File: src/hw/rtl/bn_pkg.sv
`timescale 1ns / 1ps
// ----------------------------------------------------------------------------
// Batch normalization package
// Shared types and constants for the batch normalization block.
// ----------------------------------------------------------------------------
package bn_pkg;

	localparam int CHANNELS = 64;
	localparam int CH_W     = 6;
	localparam int QDEPTH   = 4;

	typedef struct packed {
		logic               is_load;
		logic [CH_W-1:0]    channel;
		logic signed [15:0] sample;
		logic signed [15:0] mean_value;
		logic [23:0]        variance;
		logic signed [15:0] gain;
		logic signed [15:0] shift;
	} item_t;

	typedef struct packed {
		logic               en;
		logic [CH_W-1:0]    addr;
		logic signed [31:0] factor;
		logic signed [31:0] offset;
	} tbl_wr_t;

	typedef enum logic [2:0] {
		FOLD_IDLE,
		FOLD_SQRT,
		FOLD_PREP,
		FOLD_DIV,
		FOLD_SAT,
		FOLD_MUL,
		FOLD_OFS
	} fold_state_t;

endpackage

File: src/hw/rtl/bn_exec.sv
`timescale 1ns / 1ps
// ----------------------------------------------------------------------------
// Batch normalization execute pipeline
// Holds the folded tables and applies factor * x + offset per data beat.
// ----------------------------------------------------------------------------
module bn_exec (
	input  logic                      clk,
	input  logic                      arst_n,
	input  bn_pkg::tbl_wr_t           wr,
	input  logic                      issue,
	input  logic [bn_pkg::CH_W-1:0]   issue_channel,
	input  logic signed [15:0]        issue_sample,
	output logic                      pipe_en,
	output logic                      out_valid,
	input  logic                      out_stall,
	output logic signed [15:0]        result_value,
	output logic [bn_pkg::CH_W-1:0]   result_channel,
	output logic                      saturated
);
	import bn_pkg::*;

	logic [63:0]        table_mem [CHANNELS];
	logic [63:0]        rd_s1;
	logic               valid_s1, valid_s2, valid_q;
	logic               inr_s1;
	logic [CH_W-1:0]    ch_s1, ch_s2;
	logic signed [15:0] x_s1;
	logic signed [47:0] prod_s2;
	logic signed [31:0] ofs_s2;
	logic signed [31:0] f_rd, o_rd;
	logic signed [48:0] sum;
	logic signed [32:0] y;

	assign pipe_en = !(valid_q && out_stall);
	assign out_valid = valid_q;

	assign f_rd = inr_s1 ? rd_s1[63:32] : 32'sd0;
	assign o_rd = inr_s1 ? rd_s1[31:0]  : 32'sd0;
	assign sum  = 49'(prod_s2) + (49'(ofs_s2) <<< 8) + 49'sd32768;
	assign y    = 33'(sum >>> 16);

	always_ff @(posedge clk) begin
		if (wr.en) begin
			table_mem[wr.addr] <= {wr.factor, wr.offset};
		end
	end

	always_ff @(posedge clk) begin
		if (issue) begin
			rd_s1 <= table_mem[issue_channel];
		end
	end

	always_ff @(posedge clk) begin
		if (pipe_en) begin
			inr_s1  <= (32'(issue_channel) < CHANNELS);
			ch_s1   <= issue_channel;
			x_s1    <= issue_sample;
			prod_s2 <= 48'(f_rd) * 48'(x_s1);
			ofs_s2  <= o_rd;
			ch_s2   <= ch_s1;
			result_channel <= ch_s2;
			if (y > 33'sd32767) begin
				result_value <= 16'sh7fff;
				saturated    <= 1'b1;
			end else if (y < -33'sd32768) begin
				result_value <= 16'sh8000;
				saturated    <= 1'b1;
			end else begin
				result_value <= y[15:0];
				saturated    <= 1'b0;
			end
		end
	end

	always_ff @(posedge clk or negedge arst_n) begin
		if (!arst_n) begin
			valid_s1 <= 1'b0;
			valid_s2 <= 1'b0;
			valid_q  <= 1'b0;
		end else if (pipe_en) begin
			valid_s1 <= issue;
			valid_s2 <= valid_s1;
			valid_q  <= valid_s2;
		end
	end

endmodule

File: config.mk
export PLATFORM = sky130hd
export DESIGN_NAME = bn_exec
export DESIGN_NICKNAME = d
export VERILOG_FILES = /design/src/hw/rtl/bn_pkg.sv /design/src/hw/rtl/bn_exec.sv
export SDC_FILE = /design/constraint.sdc
export NUM_CORES = 2
export LEC_CHECK = 0
export BUFFER_PORTS_ARGS = -buffer_cell sky130_fd_sc_hd__buf_2
export CAP_MARGIN = 10
export CORE_MARGIN = 8
export CORE_UTILIZATION = 54
export DETAILED_ROUTE_END_ITERATION = 10
export GPL_ROUTABILITY_DRIVEN = 0
export GPL_TIMING_DRIVEN = 0
export HOLD_SLACK_MARGIN = 0.1
export PLACE_DENSITY = 0.75
export REMOVE_ABC_BUFFERS = 1
export SLEW_MARGIN = 10
export SYNTH_ARGS = -nofsm -noshare
export SYNTH_HDL_FRONTEND = slang
export SYNTH_SLANG_ARGS = --single-unit
File: constraint.sdc
create_clock -name clk -period 6.45 [get_ports clk]
set_input_delay 0.9675 -clock clk [delete_from_list [all_inputs] [get_ports clk]]
set_output_delay 0.9675 -clock clk [all_outputs]
set_load 0.03 [all_outputs]
==> impl_metrics.tcl <==
set metrics [dict create \
    cp-endpoint "prod_s2[46]" \
    fin_crit_sh 1.03 \
    fillers 20638 \
    fmax_mhz 150 \
    holdWs_ns 0.197 \
    dieArea_um2 353000 \
    ys_top_cells_by_area "edfxtp_1 (71%), mux4_2 (17%), fa_1 (5.4%)" \
    postSynthAreaPerCell_um2 21.7 \
    numPortBuffers 121 \
    synth_ff_type "edfxtp_1" \
    multi_input_area_um2 49000 \
    reg2reg_from "x_s1[4]" \
    worst_pin_slew_ns 1.20 \
    ys_seq_area_frac 0.714 \
    post-route-util 0.628 \
    htreeDepth 5 \
    synth_cells 8295 \
    vias 95894 \
    pwr_density_cell_nw_per_um2 512 \
    first_pass_iters 6 \
    crit_arrival_ns 7.33 \
    grt_pass1_vias 97979 \
    io_pins 122 \
    grt_max_degree 134 \
    reg2reg_depth 27 \
    seq_area_um2 129000 \
    violations "negative setup slack" \
    drv_cap 0 \
    place_ws_ns -1.83 \
    grt_usage 0.307 \
    p_leak_nw 69.2 \
    finalWirelength_um 551000 \
    drive_gt1_frac 0.297 \
    nets 9746 \
    synth_area_um2 180000 \
    crit_required_ns 7.12 \
    synth.yosys.warnings 0 \
    skew_ns 0.0681 \
    crit_path_frequent_cell "fa_1" \
    start_kind "flop" \
    synth_cell_types 73 \
    reg2reg_slack_ns -0.21 \
    synth_most_common_cell "edfxtp_1" \
    cts_sinks 4286 \
    layout_setup_ws_ns -0.211 \
    numCtsBuffers 410 \
    fin_area_um2 209000 \
    cts_root_buf "clkbuf_16" \
    rsz0062_at_grt "yes" \
    syn2layout_area_growth_pct 16.0 \
    crit_start "x_s1[4]" \
    cts_tree "yes" \
    synth_edf_count 4283 \
    async_flop_share 0.000700 \
    critPathCaptureType "flop" \
    setup_viol 16 \
    core-area_um2 333000 \
    die_h_um 594 \
    grt_pass1_wl_um 762000 \
    ant_nets 0 \
    r2r_end "prod_s2[46]" \
    vias_per_cell 6.99 \
    place_hpwl_um 321000 \
    placed_area_um2 194000 \
    drt-initial-drc-count 16044 \
    period_needed_ns 6.66 \
    slowest_delay_ns 0.55 \
    hold_class "input port to flop" \
    hold_viol_final 0 \
    worst-setup-path-type "flop to flop" \
    peakVddDrop_uv 2510 \
    antenna_found_initial 53 \
    synth-seq-cells 4286 \
    clk_pin_slew_ns 0.06 \
    synth_top_area_share 0.714 \
    crit_path_max_fanout 10 \
    p_total_mw 107 \
    grt-ovfl-total 0 \
    clk_latency_ns 1.00 \
    drv_slew 0 \
    cts_max_path_buffers 4 \
    start_util 0.541 \
    relSlewSlack 0.199 \
    yosysTopAreaCell "edfxtp_1" \
    status "finished, violations left" \
    wire_per_inst_um 40.1 \
    drc 0 \
    slowest_stage "fa_1" \
    rows 212 \
    synth_commonest_cells "edfxtp_1 (4283), mux4_2 (1344), inv_1 (557), fa_1 (485), nand2_1 (325)" \
    die-width_um 594 \
]
[state kept, by name, summed over array words and instances, names as in the netlist]
name / flops
result_value: 16
table_mem: 4096
rd_s1: 64
valid_s1: 1
x_s1: 16
saturated: 1
out_valid: 1
ofs_s2: 32
ch_s2: 6
result_channel: 6
valid_s2: 1
prod_s2: 40
ch_s1: 6
[worst min-delay path by stage]
stage / from / end / cells past startpoint
4_1_cts: issue_sample[3] / x_s1[3] / 1
3_5_place_dp: ch_s1[2] / ch_s2[2] / 0
5_1_grt: issue_sample[0] / x_s1[0] / 1
3_3_place_gp: ch_s1[0] / ch_s2[0] / 0
6_report: issue_sample[3] / x_s1[3] / 1
2_1_floorplan: ch_s1[0] / ch_s2[0] / 0
[cell usage in the layout, fill, tap and decap left out, types with 35 or more instances in the layout]
cell type and instances:
clkbuf_1 76, clkinv_1 96, mux4_2 1344, a21oi_1 49, edfxtp_1 4283, ha_1 174, and2_1 198, bufinv_16 35
nor2_1 68, buf_2 114, nand2_1 323, buf_4 145, buf_12 220, nor2_4 63, clkinv_2 82, xnor2_1 40
buf_16 154, fa_1 470, inv_1 540, clkbuf_16 418
[layer usage]
metal	global-route usage	wire (um)
met1	0.384	178000
met2	0.496	262000
met3	0.0814	71800
met4	0.164	37900
met5	0	290
[power by group]
| part | internal [mW] | total, mW | leakage [nW] | switching, mW |
|---|---|---|---|---|
| Clock | 13.2 | 24.1 | 6.38 | 10.9 |
| Sequential | 33.0 | 33.3 | 38.7 | 0.225 |
| Combinational | 21.8 | 49.6 | 24.1 | 27.8 |
[timing repair]
action / in CTS / in global routing
endpoints found under the setup margin: 32 / 23
cloned: 0 / 0
setup buffers: 115 / 32
pin swaps: 25 / 46
hold endpoints to repair: 3 / 0
hold buffers: 1 / 0
resized for setup: 48 / 84
[stage by stage]
step / cells / TNS, ns
floorplan: 7902 / -0.959
finish: 13723 / -1.81
CTS: 13672 / -3.50
global route: 13714 / -5.11
detailed placement: 12803 / -34.06
global placement: 12410 / -
[critical path, delay by kind of cell, from the launching register on]
kind                     cells  cell delay [ns]
AO/OA/AOI/OAI                9             1.41
AND/OR/NAND/NOR              3             0.40
flip-flops                   1             0.44
adder cells (fa/ha/maj)      7             3.27
buffers and inverters        8             0.85
[logic make-up (layout without fill, tap and decap cells)]
group / after synthesis / count (layout) / synth area share
flip-flops: 4286 / 4286 / 0.714
multiplexers: 1348 / 1348 / 0.168
buffers and inverters: 951 / 1973 / 0.0199
AND/OR/NAND/NOR: 770 / 770 / 0.0202
adder cells (fa/ha/maj): 673 / 673 / 0.0669
AO/OA/AOI/OAI: 198 / 198 / 0.00746
XOR/XNOR: 69 / 69 / 0.00339
other: 0 / 19 / 0
[cell type report]
class,instances,share of cell area
Antenna cell,19,0.000227
Clock buffer,489,0.0508
Clock inverter,264,0.0117
Inverter,558,0.0100
Multi-Input combinational cell,3058,0.234
Sequential cell,4286,0.615
Tap cell,4387,0.0263
Timing Repair Buffer,662,0.0513
(Power assumes the default switching activity.)
