## config.mk

```make
export PLATFORM = sky130hd
export DESIGN_NAME = bn_front
export DESIGN_NICKNAME = d
export VERILOG_FILES = /design/src/hw/rtl/bn_pkg.sv /design/src/hw/rtl/bn_front.sv
export SDC_FILE = /design/constraint.sdc
export NUM_CORES = 1
export LEC_CHECK = 0
export ABC_AREA = 1
export BUFFER_PORTS_ARGS = -buffer_cell sky130_fd_sc_hd__buf_2
export CORE_MARGIN = 4
export CORE_UTILIZATION = 35
export CTS_CLUSTER_SIZE = 24
export DETAILED_ROUTE_END_ITERATION = 16
export SLEW_MARGIN = 10
export SYNTH_ARGS = -nofsm -noshare
export SYNTH_HDL_FRONTEND = slang
export SYNTH_SLANG_ARGS = --single-unit
```

## constraint.sdc

```tcl
create_clock -name clk -period 5.25 [get_ports clk]
set_clock_uncertainty 0.1 [all_clocks]
set_input_delay 0.7875 -clock clk [delete_from_list [all_inputs] [get_ports clk]]
set_output_delay 0.7875 -clock clk [all_outputs]
set_load 0.005 [all_outputs]
```

## src/hw/rtl/bn_pkg.sv

```systemverilog
`timescale 1ns / 1ps
// ----------------------------------------------------------------------------
// Batch normalization package
// Shared types and constants for the batch normalization block.
// ----------------------------------------------------------------------------
package bn_pkg;

	localparam int CHANNELS = 64;
	localparam int CH_W     = 6;
	localparam int QDEPTH   = 4;

	typedef struct packed {
		logic               is_load;
		logic [CH_W-1:0]    channel;
		logic signed [15:0] sample;
		logic signed [15:0] mean_value;
		logic [23:0]        variance;
		logic signed [15:0] gain;
		logic signed [15:0] shift;
	} item_t;

	typedef struct packed {
		logic               en;
		logic [CH_W-1:0]    addr;
		logic signed [31:0] factor;
		logic signed [31:0] offset;
	} tbl_wr_t;

	typedef enum logic [2:0] {
		FOLD_IDLE,
		FOLD_SQRT,
		FOLD_PREP,
		FOLD_DIV,
		FOLD_SAT,
		FOLD_MUL,
		FOLD_OFS
	} fold_state_t;

endpackage

```

## src/hw/rtl/bn_front.sv

```systemverilog
`timescale 1ns / 1ps
// ----------------------------------------------------------------------------
// Batch normalization front queue
// Accepts input beats and holds them in a short queue.
// ----------------------------------------------------------------------------
module bn_front (
	input  logic                      clk,
	input  logic                      arst_n,
	input  logic                      in_valid,
	output logic                      in_stall,
	input  bn_pkg::item_t             in_item,
	output logic                      head_valid,
	output bn_pkg::item_t             head_item,
	input  logic                      pop
);
	import bn_pkg::*;

	localparam int PW = $clog2(QDEPTH);

	item_t         slot_q [QDEPTH];
	logic [PW-1:0] wp_q;
	logic [PW-1:0] rp_q;
	logic [PW:0]   count_q;
	logic          push;

	assign in_stall   = (count_q == (PW+1)'(QDEPTH));
	assign push       = in_valid && !in_stall;
	assign head_valid = (count_q != '0);
	assign head_item  = slot_q[rp_q];

	always_ff @(posedge clk) begin
		if (push) begin
			slot_q[wp_q] <= in_item;
		end
	end

	always_ff @(posedge clk or negedge arst_n) begin
		if (!arst_n) begin
			wp_q    <= '0;
			rp_q    <= '0;
			count_q <= '0;
		end else begin
			if (push) begin
				wp_q <= wp_q + 1'b1;
			end
			if (pop) begin
				rp_q <= rp_q + 1'b1;
			end
			count_q <= count_q + (PW+1)'(push) - (PW+1)'(pop);
		end
	end

endmodule

```

==> impl_metrics.sql <==
INSERT INTO impl_metrics (metric_group, metric, value, unit) VALUES
('power', 'combPwrFrac', '0.300', ''),
('hold_path', 'min_delay_path_depth', '1', ''),
('synthesis', 'synth.yosys.seq_area_share', '0.736', ''),
('global_routing', 'grt_first_pass_wirelength', '50000', 'um'),
('run_status', 'run_status', 'complete, no violations', ''),
('cts', 'tritoncts', 'built', ''),
('global_routing', 'grt_antenna_before_repair', '6', ''),
('synthesis', 'main_flop_type_after_synthesis', 'sky130_fd_sc_hd__edfxtp_1', ''),
('floorplan', 'initial_utilization', '0.355', ''),
('cts', 'numCtsBuffers', '43', ''),
('synthesis', 'netlist_area', '0.0157', 'mm^2'),
('global_routing', 'global_route.overflow_total', '0', ''),
('placement', 'hpwlAfterDp', '19600', 'um'),
('synthesis', 'yosys.cell_count.top_type', 'sky130_fd_sc_hd__edfxtp_1', ''),
('cts', 'clockRootBuffer', 'sky130_fd_sc_hd__clkbuf_16', ''),
('detailed_routing', 'vias', '9041', ''),
('power', 'cellLeakagePower', '7.29', 'nW'),
('floorplan', 'die_h', '220', 'um'),
('detailed_routing', 'drt.antenna.violating_nets', '0', ''),
('floorplan', 'io_pins', '196', ''),
('floorplan', 'fp.dieW', '220', 'um'),
('sta', 'setup_total_negative_slack', '0', 'ps'),
('worst_setup_path', 'ff2ff_path_depth', '5', ''),
('synthesis', 'synth_edf_count', '380', ''),
('hold_path', 'hold_class', 'in -> reg', ''),
('power', 'power_frac_seq', '0.423', ''),
('synthesis', 'post_synth_main_area_contributors', 'sky130_fd_sc_hd__edfxtp_1 (73%), sky130_fd_sc_hd__o211ai_1 (8.6%), sky130_fd_sc_hd__nand2_1 (7.2%)', ''),
('worst_setup_path', 'cp.arrival', '2730', 'ps'),
('worst_setup_path', 'worst-path-max-fanout', '59', ''),
('power', 'netSwitchingPower', '3.40', 'mW'),
('placement', 'portBuffers', '195', ''),
('synthesis', 'synth.top_cell.area_share', '0.725', ''),
('final_layout', 'finalCoreUtilization', '0.416', ''),
('power', 'power_density_of_the_placed_cells', '560', 'mW/mm^2'),
('detailed_routing', 'total_wire_length_after_detailed_routing', '32700', 'um'),
('final_layout', 'total_non_filler_cell_area_in_the_finished_layout', '0.0184', 'mm^2'),
('sta', 'timing.final.hold_violations', '0', ''),
('placement', 'placed_area', '0.0171', 'mm^2'),
('sta', 'max_slew.worst_pin.slew', '953', 'ps'),
('cts', 'numClockSinks', '387', ''),
('global_routing', 'first_global_vias', '8843', ''),
('synthesis', 'netlist.top_cell.by_area', 'sky130_fd_sc_hd__edfxtp_1', ''),
('synthesis', 'mappedNetlistNets', '1268', ''),
('placement', 'globalplace.congestion', '0.751', ''),
('sta', 'finalCriticalPeriod', '3620', 'ps'),
('sta', 'clock.fmax', '276', 'MHz'),
('global_routing', 'groute.usage.overall', '0.133', ''),
('detailed_routing', 'drt_pre_antenna_iters', '5', ''),
('final_layout', 'drive_above_1_share', '0.203', ''),
('cts', 'cts_resized', '0', ''),
('sta', 'unrepaired_setup_endpoints_after_global_routing', 'no', ''),
('floorplan', 'fp.dieArea', '0.0484', 'mm^2'),
('floorplan', 'rows', '77', ''),
('synthesis', 'number_of_unique_standard_cell_types_used_by_synthesis', '16', ''),
('cts', 'cts-htree-levels', '2', ''),
('cts', 'clk_transition_reported_paths', '50', 'ps'),
('power', 'clockPowerShare', '0.278', ''),
('detailed_routing', 'route.detailed.wl_per_inst', '16.5', 'um'),
('final_layout', 'n_fill_cell', '4115', ''),
('worst_setup_path', 'start_kind', 'flop', ''),
('power', 'cell_internal_pwr', '6.91', 'mW'),
('detailed_routing', 'post-route-drc-count', '0', ''),
('cts', 'largest_buffer_count_on_any_clock_path', '3', ''),
('worst_setup_path', 'crit_type', 'reg -> out', ''),
('final_layout', 'finalNetCount', '1462', ''),
('power', 'switching_share', '0.330', ''),
('detailed_routing', 'mean_number_of_vias_per_cell', '4.56', ''),
('synthesis', 'synth_cells', '1163', ''),
('sta', 'finalSetupViolCount', '0', ''),
('power', 'vdd_drop_max', '0.287', 'mV'),
('sta', 'fin_hold_ws', '353', 'ps');
## registers in the layout, summed over array words and instances, names as in the netlist
register and flops:
count_q 3, rp_q 2, slot_q 380, wp_q 2
## cells by family (layout without fill, tap and decap cells)
| group | count (synthesis) | after routing | synth area share |
|---|---|---|---|
| flops | 387 | 387 | 0.736 |
| other cells | 0 | 2 | 0 |
| compound gates | 190 | 190 | 0.0935 |
| simple gates | 309 | 309 | 0.0740 |
| buf+inv | 269 | 494 | 0.0897 |
| xor+xnor | 2 | 2 | 0.00111 |
| fa+ha+maj | 6 | 6 | 0.00525 |
## area by class of cell
cell class                      instances  area, um^2  area share
Sequential cell                       387       11600       0.629
Inverter                              205         772      0.0419
Clock buffer                           60        1180      0.0642
Tap cell                              592         741      0.0402
Antenna cell                            2        5.00    0.000272
Timing Repair Buffer                  213        1200      0.0652
Multi-Input combinational cell        507        2770       0.150
Clock inverter                         16         158     0.00856
## stage by stage
stage / std cells / setup WS (ps)
6_report: 1982 / 1630
2_1_floorplan: 1163 / -288
5_1_grt: 1980 / 1490
3_5_place_dp: 1903 / 2180
3_3_place_gp: 1903 / 2160
4_1_cts: 1980 / 1560
## path summary, 6_finish.rpt
check / to / slack, ps / start
worst max register to register: slot_q[1][62] / 2560 / count_q[1]
worst max-delay path: head_item[3] / 1630 / rp_q[1]
worst min register to register: count_q[0] / 420 / count_q[0]
worst min-delay path: slot_q[3][77] / 350 / in_item[77]
min in group asynchronous: count_q[0] / 510 / arst_n
max in group asynchronous: rp_q[1] / 4330 / arst_n
## power by group through the flow
stage	Sequential, mW	Combinational, mW	Clock [mW]
6_report	4.36	3.09	2.86
5_1_grt	4.41	3.51	3.09
4_1_cts	4.37	3.20	2.96
3_5_place_dp	4.43	3.19	0
3_3_place_gp	4.41	3.16	0
2_1_floorplan	4.32	2.31	0
## routing by layer
metal | global-route usage | vias up | share of wire
met5 | 0 | - | 0.0013
met4 | 0.0461 | 8 | 0.023
met3 | 0.0372 | 58 | 0.070
met2 | 0.209 | 220 | 0.46
met1 | 0.179 | 4324 | 0.44
li1 | - | 4431 | -
## worst max-delay path, stage by stage, from the launching register on
cell and delay [ps]:
sky130_fd_sc_hd__dfrtp_4 700, sky130_fd_sc_hd__inv_4 680, sky130_fd_sc_hd__buf_4 380, sky130_fd_sc_hd__o211ai_1 130, sky130_fd_sc_hd__nand2_1 100, sky130_fd_sc_hd__buf_2 120
## layout by cell type (no fill, tap or decap)
cell	n
sky130_fd_sc_hd__bufinv_16	3
sky130_fd_sc_hd__inv_4	1
sky130_fd_sc_hd__clkinv_1	7
sky130_fd_sc_hd__fa_1	1
sky130_fd_sc_hd__nor2_4	4
sky130_fd_sc_hd__edfxtp_1	380
sky130_fd_sc_hd__clkinv_4	1
sky130_fd_sc_hd__buf_12	7
sky130_fd_sc_hd__diode_2	2
sky130_fd_sc_hd__dfrtp_4	2
sky130_fd_sc_hd__nor2_1	1
sky130_fd_sc_hd__dfrtp_1	5
sky130_fd_sc_hd__xor2_1	2
sky130_fd_sc_hd__inv_1	204
sky130_fd_sc_hd__clkbuf_1	15
sky130_fd_sc_hd__dlygate4sd3_1	1
sky130_fd_sc_hd__o211ai_2	9
sky130_fd_sc_hd__nand2_1	300
sky130_fd_sc_hd__ha_1	5
sky130_fd_sc_hd__clkinvlp_4	3
sky130_fd_sc_hd__buf_4	10
sky130_fd_sc_hd__clkinv_2	2
sky130_fd_sc_hd__o211ai_1	181
sky130_fd_sc_hd__buf_2	195
sky130_fd_sc_hd__nand3_1	4
sky130_fd_sc_hd__clkbuf_16	45
## what timing repair did
action / in CTS / in global routing
hold buffers: 1 / 0
endpoints found under the hold margin: 7 / 0
setup buffers: 0 / 0
No activity file was read; power rests on OpenSTA's default activity.
