`src/hw/rtl/bn_pkg.sv`:
```
`timescale 1ns / 1ps
// ----------------------------------------------------------------------------
// Batch normalization package
// Shared types and constants for the batch normalization block.
// ----------------------------------------------------------------------------
package bn_pkg;

	localparam int CHANNELS = 64;
	localparam int CH_W     = 6;
	localparam int QDEPTH   = 4;

	typedef struct packed {
		logic               is_load;
		logic [CH_W-1:0]    channel;
		logic signed [15:0] sample;
		logic signed [15:0] mean_value;
		logic [23:0]        variance;
		logic signed [15:0] gain;
		logic signed [15:0] shift;
	} item_t;

	typedef struct packed {
		logic               en;
		logic [CH_W-1:0]    addr;
		logic signed [31:0] factor;
		logic signed [31:0] offset;
	} tbl_wr_t;

	typedef enum logic [2:0] {
		FOLD_IDLE,
		FOLD_SQRT,
		FOLD_PREP,
		FOLD_DIV,
		FOLD_SAT,
		FOLD_MUL,
		FOLD_OFS
	} fold_state_t;

endpackage

```
`src/hw/rtl/bn_fold.sv`:
```
`timescale 1ns / 1ps
// ----------------------------------------------------------------------------
// Batch normalization parameter fold
// Turns one channel's statistics into a Q16.16 factor and offset.
// ----------------------------------------------------------------------------
module bn_fold (
	input  logic            clk,
	input  logic            arst_n,
	input  logic            start,
	input  bn_pkg::item_t   item,
	input  logic [23:0]     epsilon,
	output logic            busy,
	output bn_pkg::tbl_wr_t wr
);
	import bn_pkg::*;

	function automatic logic signed [31:0] sat32(input logic signed [47:0] v);
		if (v > 48'sd2147483647) begin
			return 32'sh7fffffff;
		end else if (v < -48'sd2147483648) begin
			return 32'sh80000000;
		end
		return v[31:0];
	endfunction

	fold_state_t        state_q, state_d;
	logic [41:0]        sh_q;
	logic [23:0]        rem_q;
	logic [20:0]        root_q;
	logic [5:0]         cnt_q;
	logic [CH_W-1:0]    ch_q;
	logic               wr_ok_q;
	logic signed [15:0] mean_q;
	logic signed [15:0] gain_q;
	logic signed [15:0] bias_q;
	logic signed [31:0] f_q;
	logic signed [47:0] prod_q;

	logic [23:0]        sq_rem;
	logic [23:0]        sq_trial;
	logic               sq_take;
	logic [22:0]        dv_rem;
	logic               dv_take;
	logic [15:0]        mag;
	logic [40:0]        qs;
	logic signed [47:0] ofs_full;

	assign sq_rem   = {rem_q[21:0], sh_q[41:40]};
	assign sq_trial = {1'b0, root_q, 2'b01};
	assign sq_take  = (sq_rem >= sq_trial);
	assign dv_rem   = {rem_q[21:0], sh_q[39]};
	assign dv_take  = (dv_rem >= {2'b00, root_q});
	assign mag      = gain_q[15] ? 16'(-gain_q) : 16'(gain_q);
	assign qs       = gain_q[15] ? -{1'b0, sh_q[39:0]} : {1'b0, sh_q[39:0]};
	// Offset = shift * 256 - floor((mean * F + 128) / 256).
	assign ofs_full = 48'(bias_q) * 48'sd256 - ((prod_q + 48'sd128) >>> 8);

	assign busy     = (state_q != FOLD_IDLE);
	assign wr.en     = (state_q == FOLD_OFS) && wr_ok_q;
	assign wr.addr   = ch_q;
	assign wr.factor = f_q;
	assign wr.offset = sat32(ofs_full);

	always_ff @(posedge clk or negedge arst_n) begin
		if (!arst_n) begin
			state_q <= FOLD_IDLE;
		end else begin
			state_q <= state_d;
		end
	end

	always_comb begin
		state_d = state_q;
		unique case (state_q)
			FOLD_IDLE: if (start) state_d = FOLD_SQRT;
			FOLD_SQRT: if (cnt_q == '0) state_d = FOLD_PREP;
			FOLD_PREP: state_d = (root_q == '0) ? FOLD_MUL : FOLD_DIV;
			FOLD_DIV:  if (cnt_q == '0) state_d = FOLD_SAT;
			FOLD_SAT:  state_d = FOLD_MUL;
			FOLD_MUL:  state_d = FOLD_OFS;
			FOLD_OFS:  state_d = FOLD_IDLE;
			default:   state_d = FOLD_IDLE;
		endcase
	end

	always_ff @(posedge clk) begin
		case (state_q)
			FOLD_IDLE: begin
				if (start) begin
					sh_q    <= {1'b0, 25'(item.variance) + 25'(epsilon), 16'h0};
					rem_q   <= '0;
					root_q  <= '0;
					cnt_q   <= 6'd20;
					ch_q    <= item.channel;
					wr_ok_q <= (32'(item.channel) < CHANNELS);
					mean_q  <= item.mean_value;
					gain_q  <= item.gain;
					bias_q  <= item.shift;
				end
			end
			FOLD_SQRT: begin
				sh_q  <= {sh_q[39:0], 2'b00};
				cnt_q <= cnt_q - 1'b1;
				if (sq_take) begin
					rem_q  <= sq_rem - sq_trial;
					root_q <= {root_q[19:0], 1'b1};
				end else begin
					rem_q  <= sq_rem;
					root_q <= {root_q[19:0], 1'b0};
				end
			end
			FOLD_PREP: begin
				// Numerator |gain| * 2^24 plus half the root for rounding.
				sh_q  <= {2'b00, {mag, 24'h0} + 40'(root_q[20:1])};
				rem_q <= '0;
				cnt_q <= 6'd39;
				f_q   <= '0;
			end
			FOLD_DIV: begin
				cnt_q <= cnt_q - 1'b1;
				sh_q  <= {2'b00, sh_q[38:0], dv_take};
				if (dv_take) begin
					rem_q <= 24'(dv_rem - {2'b00, root_q});
				end else begin
					rem_q <= 24'(dv_rem);
				end
			end
			FOLD_SAT: begin
				f_q <= sat32(48'(signed'(qs)));
			end
			FOLD_MUL: begin
				prod_q <= 48'(mean_q) * 48'(f_q);
			end
			default: begin
			end
		endcase
	end

endmodule

```
`config.mk`:
```
export PLATFORM = sky130hd
export DESIGN_NAME = bn_fold
export DESIGN_NICKNAME = d
export VERILOG_FILES = /design/src/hw/rtl/bn_pkg.sv /design/src/hw/rtl/bn_fold.sv
export SDC_FILE = /design/constraint.sdc
export NUM_CORES = 2
export LEC_CHECK = 0
export BUFFER_PORTS_ARGS = -buffer_cell sky130_fd_sc_hd__buf_4
export CAP_MARGIN = 20
export CORE_MARGIN = 1.5
export CORE_UTILIZATION = 25
export DETAILED_ROUTE_END_ITERATION = 7
export PLACE_DENSITY_LB_ADDON = 0.12
export RECOVER_POWER = 100
export SLEW_MARGIN = 20
export SYNTH_ARGS = -nofsm -noshare
export SYNTH_HDL_FRONTEND = slang
export SYNTH_SLANG_ARGS = --single-unit
```
`constraint.sdc`:
```
create_clock -name clk -period 7.9 [get_ports clk]
set_clock_uncertainty 0.15 [all_clocks]
set_input_delay 1.58 -clock clk [delete_from_list [all_inputs] [get_ports clk]]
set_output_delay 1.58 -clock clk [all_outputs]
set_load 0.03 [all_outputs]
```
==> reports/results.txt <==
Filler cells -> 14.6k
Yosys cell types -> 86
max-cap viol count -> 9
clk root buf -> clkbuf_16
RSZ-0062 raised after global routing -> no
total negative slack -> 0 ps
Synth Net Count -> 4634
TritonCTS clock tree -> yes
CTS Sinks -> 221
Worst EP arrival -> 5830 ps
final setup violation count -> 0
layout cells sized above 1 -> 0.0955
Area contributors post-synth -> fa_1 (28%), edfxtp_1 (19%), ha_1 (7.9%), inv_1 (7.2%), nand2_1 (4.6%)
Die X-Extent -> 374 µm
Final Hold Viols -> 0
Final Wtd Congestion -> 0.805
register area share after synthesis -> 0.192
FFs w/ async S/R, synth -> 0.0136
P_int -> 5970 µW
biggest area consumer among synthesized cells -> fa_1
Critical Path, Cell by Cell -> nand4_1 -> or2_2 -> nor2_1 -> buf_4 -> nand2_1 -> xor2_1 -> ha_2 -> nand2_1 -> or4_4 -> nand3_1 -> and3b_1 -> or4b_1 -> or4_1 -> nor4b_4 -> a2111oi_4 -> buf_4 -> buf_4 -> a21oi_1 -> buf_2
Crit Path Class -> reg2out
hpwl dp -> 87500 µm
Mapped Cells -> 3807
Detail Route Antenna Nets -> 0
Routed WL -> 108000 µm
total gr overflow -> 0
DRC -> 0
Crit. End Element -> output port
Wirelength per Cell -> 18.7 µm
htree depth -> 2
min cycle time layout -> 7560 ps
Starting DRT DRC Count -> 1316
synthesized area -> 0.0344 mm²
leakage power -> 0.0176 µW
nets@finish -> 4812
Num CTS Buffers -> 35
commonest cells after routing, fill and taps aside -> inv_1 (661), fa_1 (487), nand2_1 (424)
cell area power density -> 296 mW/mm²
hold_buf cts -> 0
All-Layer GR Usage -> 0.155
Achievable Freq -> 0.132 GHz
Die Y -> 374 µm
number of enable flip-flop cells after synthesis -> 218
total die area -> 0.140 mm²
Clk pin slew, worst setup/hold paths -> 60 ps
hold slack -> 449 ps
Slowest cell on crit path -> or4_4
clk_lat worst skew -> 590 ps
Initial DRT Pass Iterations -> 5
P&R area growth vs syn -> 14.4%
sw frac -> 0.488
logic gate share of total power -> 0.663
CP max FO -> 8
Worst Tran Pin Value -> 4290 ps
sequential share of power -> 0.208
critical path's largest stage delay -> 620 ps
maximum number of pins on one net before global-route repair -> 65
Hold WC Path Type -> reg2reg
worst rel slew slack -> -1.86
drt via density -> 4.57
# rows -> 135
Worst VDD drop -> 0.306 mV
Crit path top cell by count -> buf_4
core footprint -> 0.136 mm²
Max Slew Vio Count -> 341
Ys Warns -> 0
Port-buffer cells -> 176
initial core utilization -> 0.253
I/O Pins -> 194
flops & latches, synth -> 221
vias in the first global route -> 27.9k
ys flop type -> edfxtp_1
syn avg cell area -> 9.04 µm²
initial antenna violation count -> 7
Synth top area share -> 0.283
violated checks -> capacitance limit, slew limit
most common cell after layout, fill and taps aside -> inv_1
Final Cycle Share -> 0.957
critical path required time -> 6170 ps
clock share of power -> 0.129
via count -> 26.5k
CTS Buffer Depth -> 3
crit start category -> flip-flop
status -> finished, violations left
Sw Pwr -> 5680 µW
first-pass GRT wire length -> 169000 µm
## cells by family after synthesis
kind of cell             count (synthesis)  synth area share
AND/OR/NAND/NOR                       1145             0.162
AO/OA/AOI/OAI                          631             0.119
adder cells (fa/ha/maj)                705             0.363
XOR/XNOR                               205            0.0524
flip-flops                             221             0.192
multiplexers                            67            0.0203
buffers and inverters                  833            0.0914
## path summary, 6_finish.rpt
| kind | from | slack (ps) | cells after the start | end |
|---|---|---|---|---|
| min in group asynchronous | arst_n | 670 | 1 | state_q[2]$_DFFE_PN0P_ |
| max | prod_q[7]$_DFFE_PP_ | 340 | 19 | wr[18] |
| max reg2reg | f_q[8]$_SDFFCE_PN0P_ | 480 | 24 | prod_q[43]$_DFFE_PP_ |
| min | root_q[2]$_SDFFCE_PN0P_ | 450 | 2 | sh_q[1]$_DFFE_PP_ |
| min reg2reg | root_q[2]$_SDFFCE_PN0P_ | 450 | 2 | sh_q[1]$_DFFE_PP_ |
| max in group asynchronous | arst_n | 6720 | 1 | state_q[1]$_DFFE_PN0P_ |
## routing by layer
| layer | global-route usage | wire length, µm | up-vias |
|---|---|---|---|
| met5 | 0 | 63 | - |
| met3 | 0.0280 | 5510 | 89 |
| met2 | 0.243 | 47100 | 470 |
| met4 | 0.0273 | 1660 | 10 |
| met1 | 0.222 | 53800 | 13100 |
| li1 | - | - | 12900 |
## sequential cells by signal, indices dropped and copies added, names as in the netlist
signal and count:
bias_q 16, ch_q 6, cnt_q 6, f_q 32, gain_q 16, mean_q 16
prod_q 41, rem_q 22, root_q 21, sh_q 42, state_q 3
## synth_stat cells, drive strengths merged (6+ instances only)
library cell,n
a211o,7
nand4,33
inv,662
o22ai,20
a31o,8
xnor2,100
or4,10
and2,209
and4,7
o311ai,6
a2111oi,6
a21boi,12
or2,10
a311oi,7
a31oi,52
nand2,424
nor2,202
o21bai,11
or3,20
fa,487
nand3b,12
o21ai,141
o21a,17
ha,218
a21o,60
nor2b,17
o31ai,28
nand2b,24
clkbuf,152
a21oi,144
o211ai,12
a22oi,32
o41ai,11
buf,18
nor4,17
xor2,105
and3,30
nor3,58
mux2,22
edfxtp,218
nand3,53
a211oi,16
mux2i,45
## power groups by stage
| stage | Combinational, µW | Sequential [µW] | Clock [µW] |
|---|---|---|---|
| after floorplan | 5780 | 2230 | 0 |
| after global placement | 7860 | 2430 | 0 |
| after detailed placement | 7820 | 2430 | 0 |
| after CTS | 7870 | 2410 | 1570 |
| after global routing | 8790 | 2480 | 1600 |
| final | 7720 | 2420 | 1510 |
## worst max-delay path, delay by kind of cell (launching register included)
family                     cells  cell delay, ps
buffers and inverters          4             720
adders and majority gates      1             410
AOI/OAI and AO/OA              2             320
DFF                            1             410
xor gates and xnor gates       1             160
and+or+nand+nor               11            3210
## metrics by stage
| step | instances | power, µW | instance area [µm²] | setup WS, ps | utilization |
|---|---|---|---|---|---|
| after floorplan | 3807 | 8000 | 34400 | 718 | - |
| after global placement | 5718 | 10300 | 38400 | 345 | 0.282 |
| after detailed placement | 5718 | 10200 | 38400 | 328 | 0.282 |
| after CTS | 5783 | 11800 | 39500 | 48.5 | 0.290 |
| after global routing | 5793 | 12900 | 39400 | 5.46 | 0.289 |
| final | 5796 | 11600 | 39400 | 337 | 0.289 |
## area by class of cell
type | instances | area [µm²] | share of cell area
Multi-Input combinational cell | 2753 | 24800 | 0.631
Sequential cell | 221 | 6620 | 0.168
Inverter | 663 | 2490 | 0.0632
Tap cell | 1781 | 2230 | 0.0566
Timing Repair Buffer | 311 | 2120 | 0.0538
Clock buffer | 40 | 895 | 0.0227
Clock inverter | 24 | 179 | 0.00455
Antenna cell | 3 | 7.51 | 0.000191
## timing repair
item | CTS | global route
endpoints found under the setup margin | 19 | 34
setup buffers | 1 | 8
pin swaps | 1 | 6
gates cloned | 0 | 1
gates resized for setup | 5 | 27
Note: power is estimated with default switching activity, not from simulation.
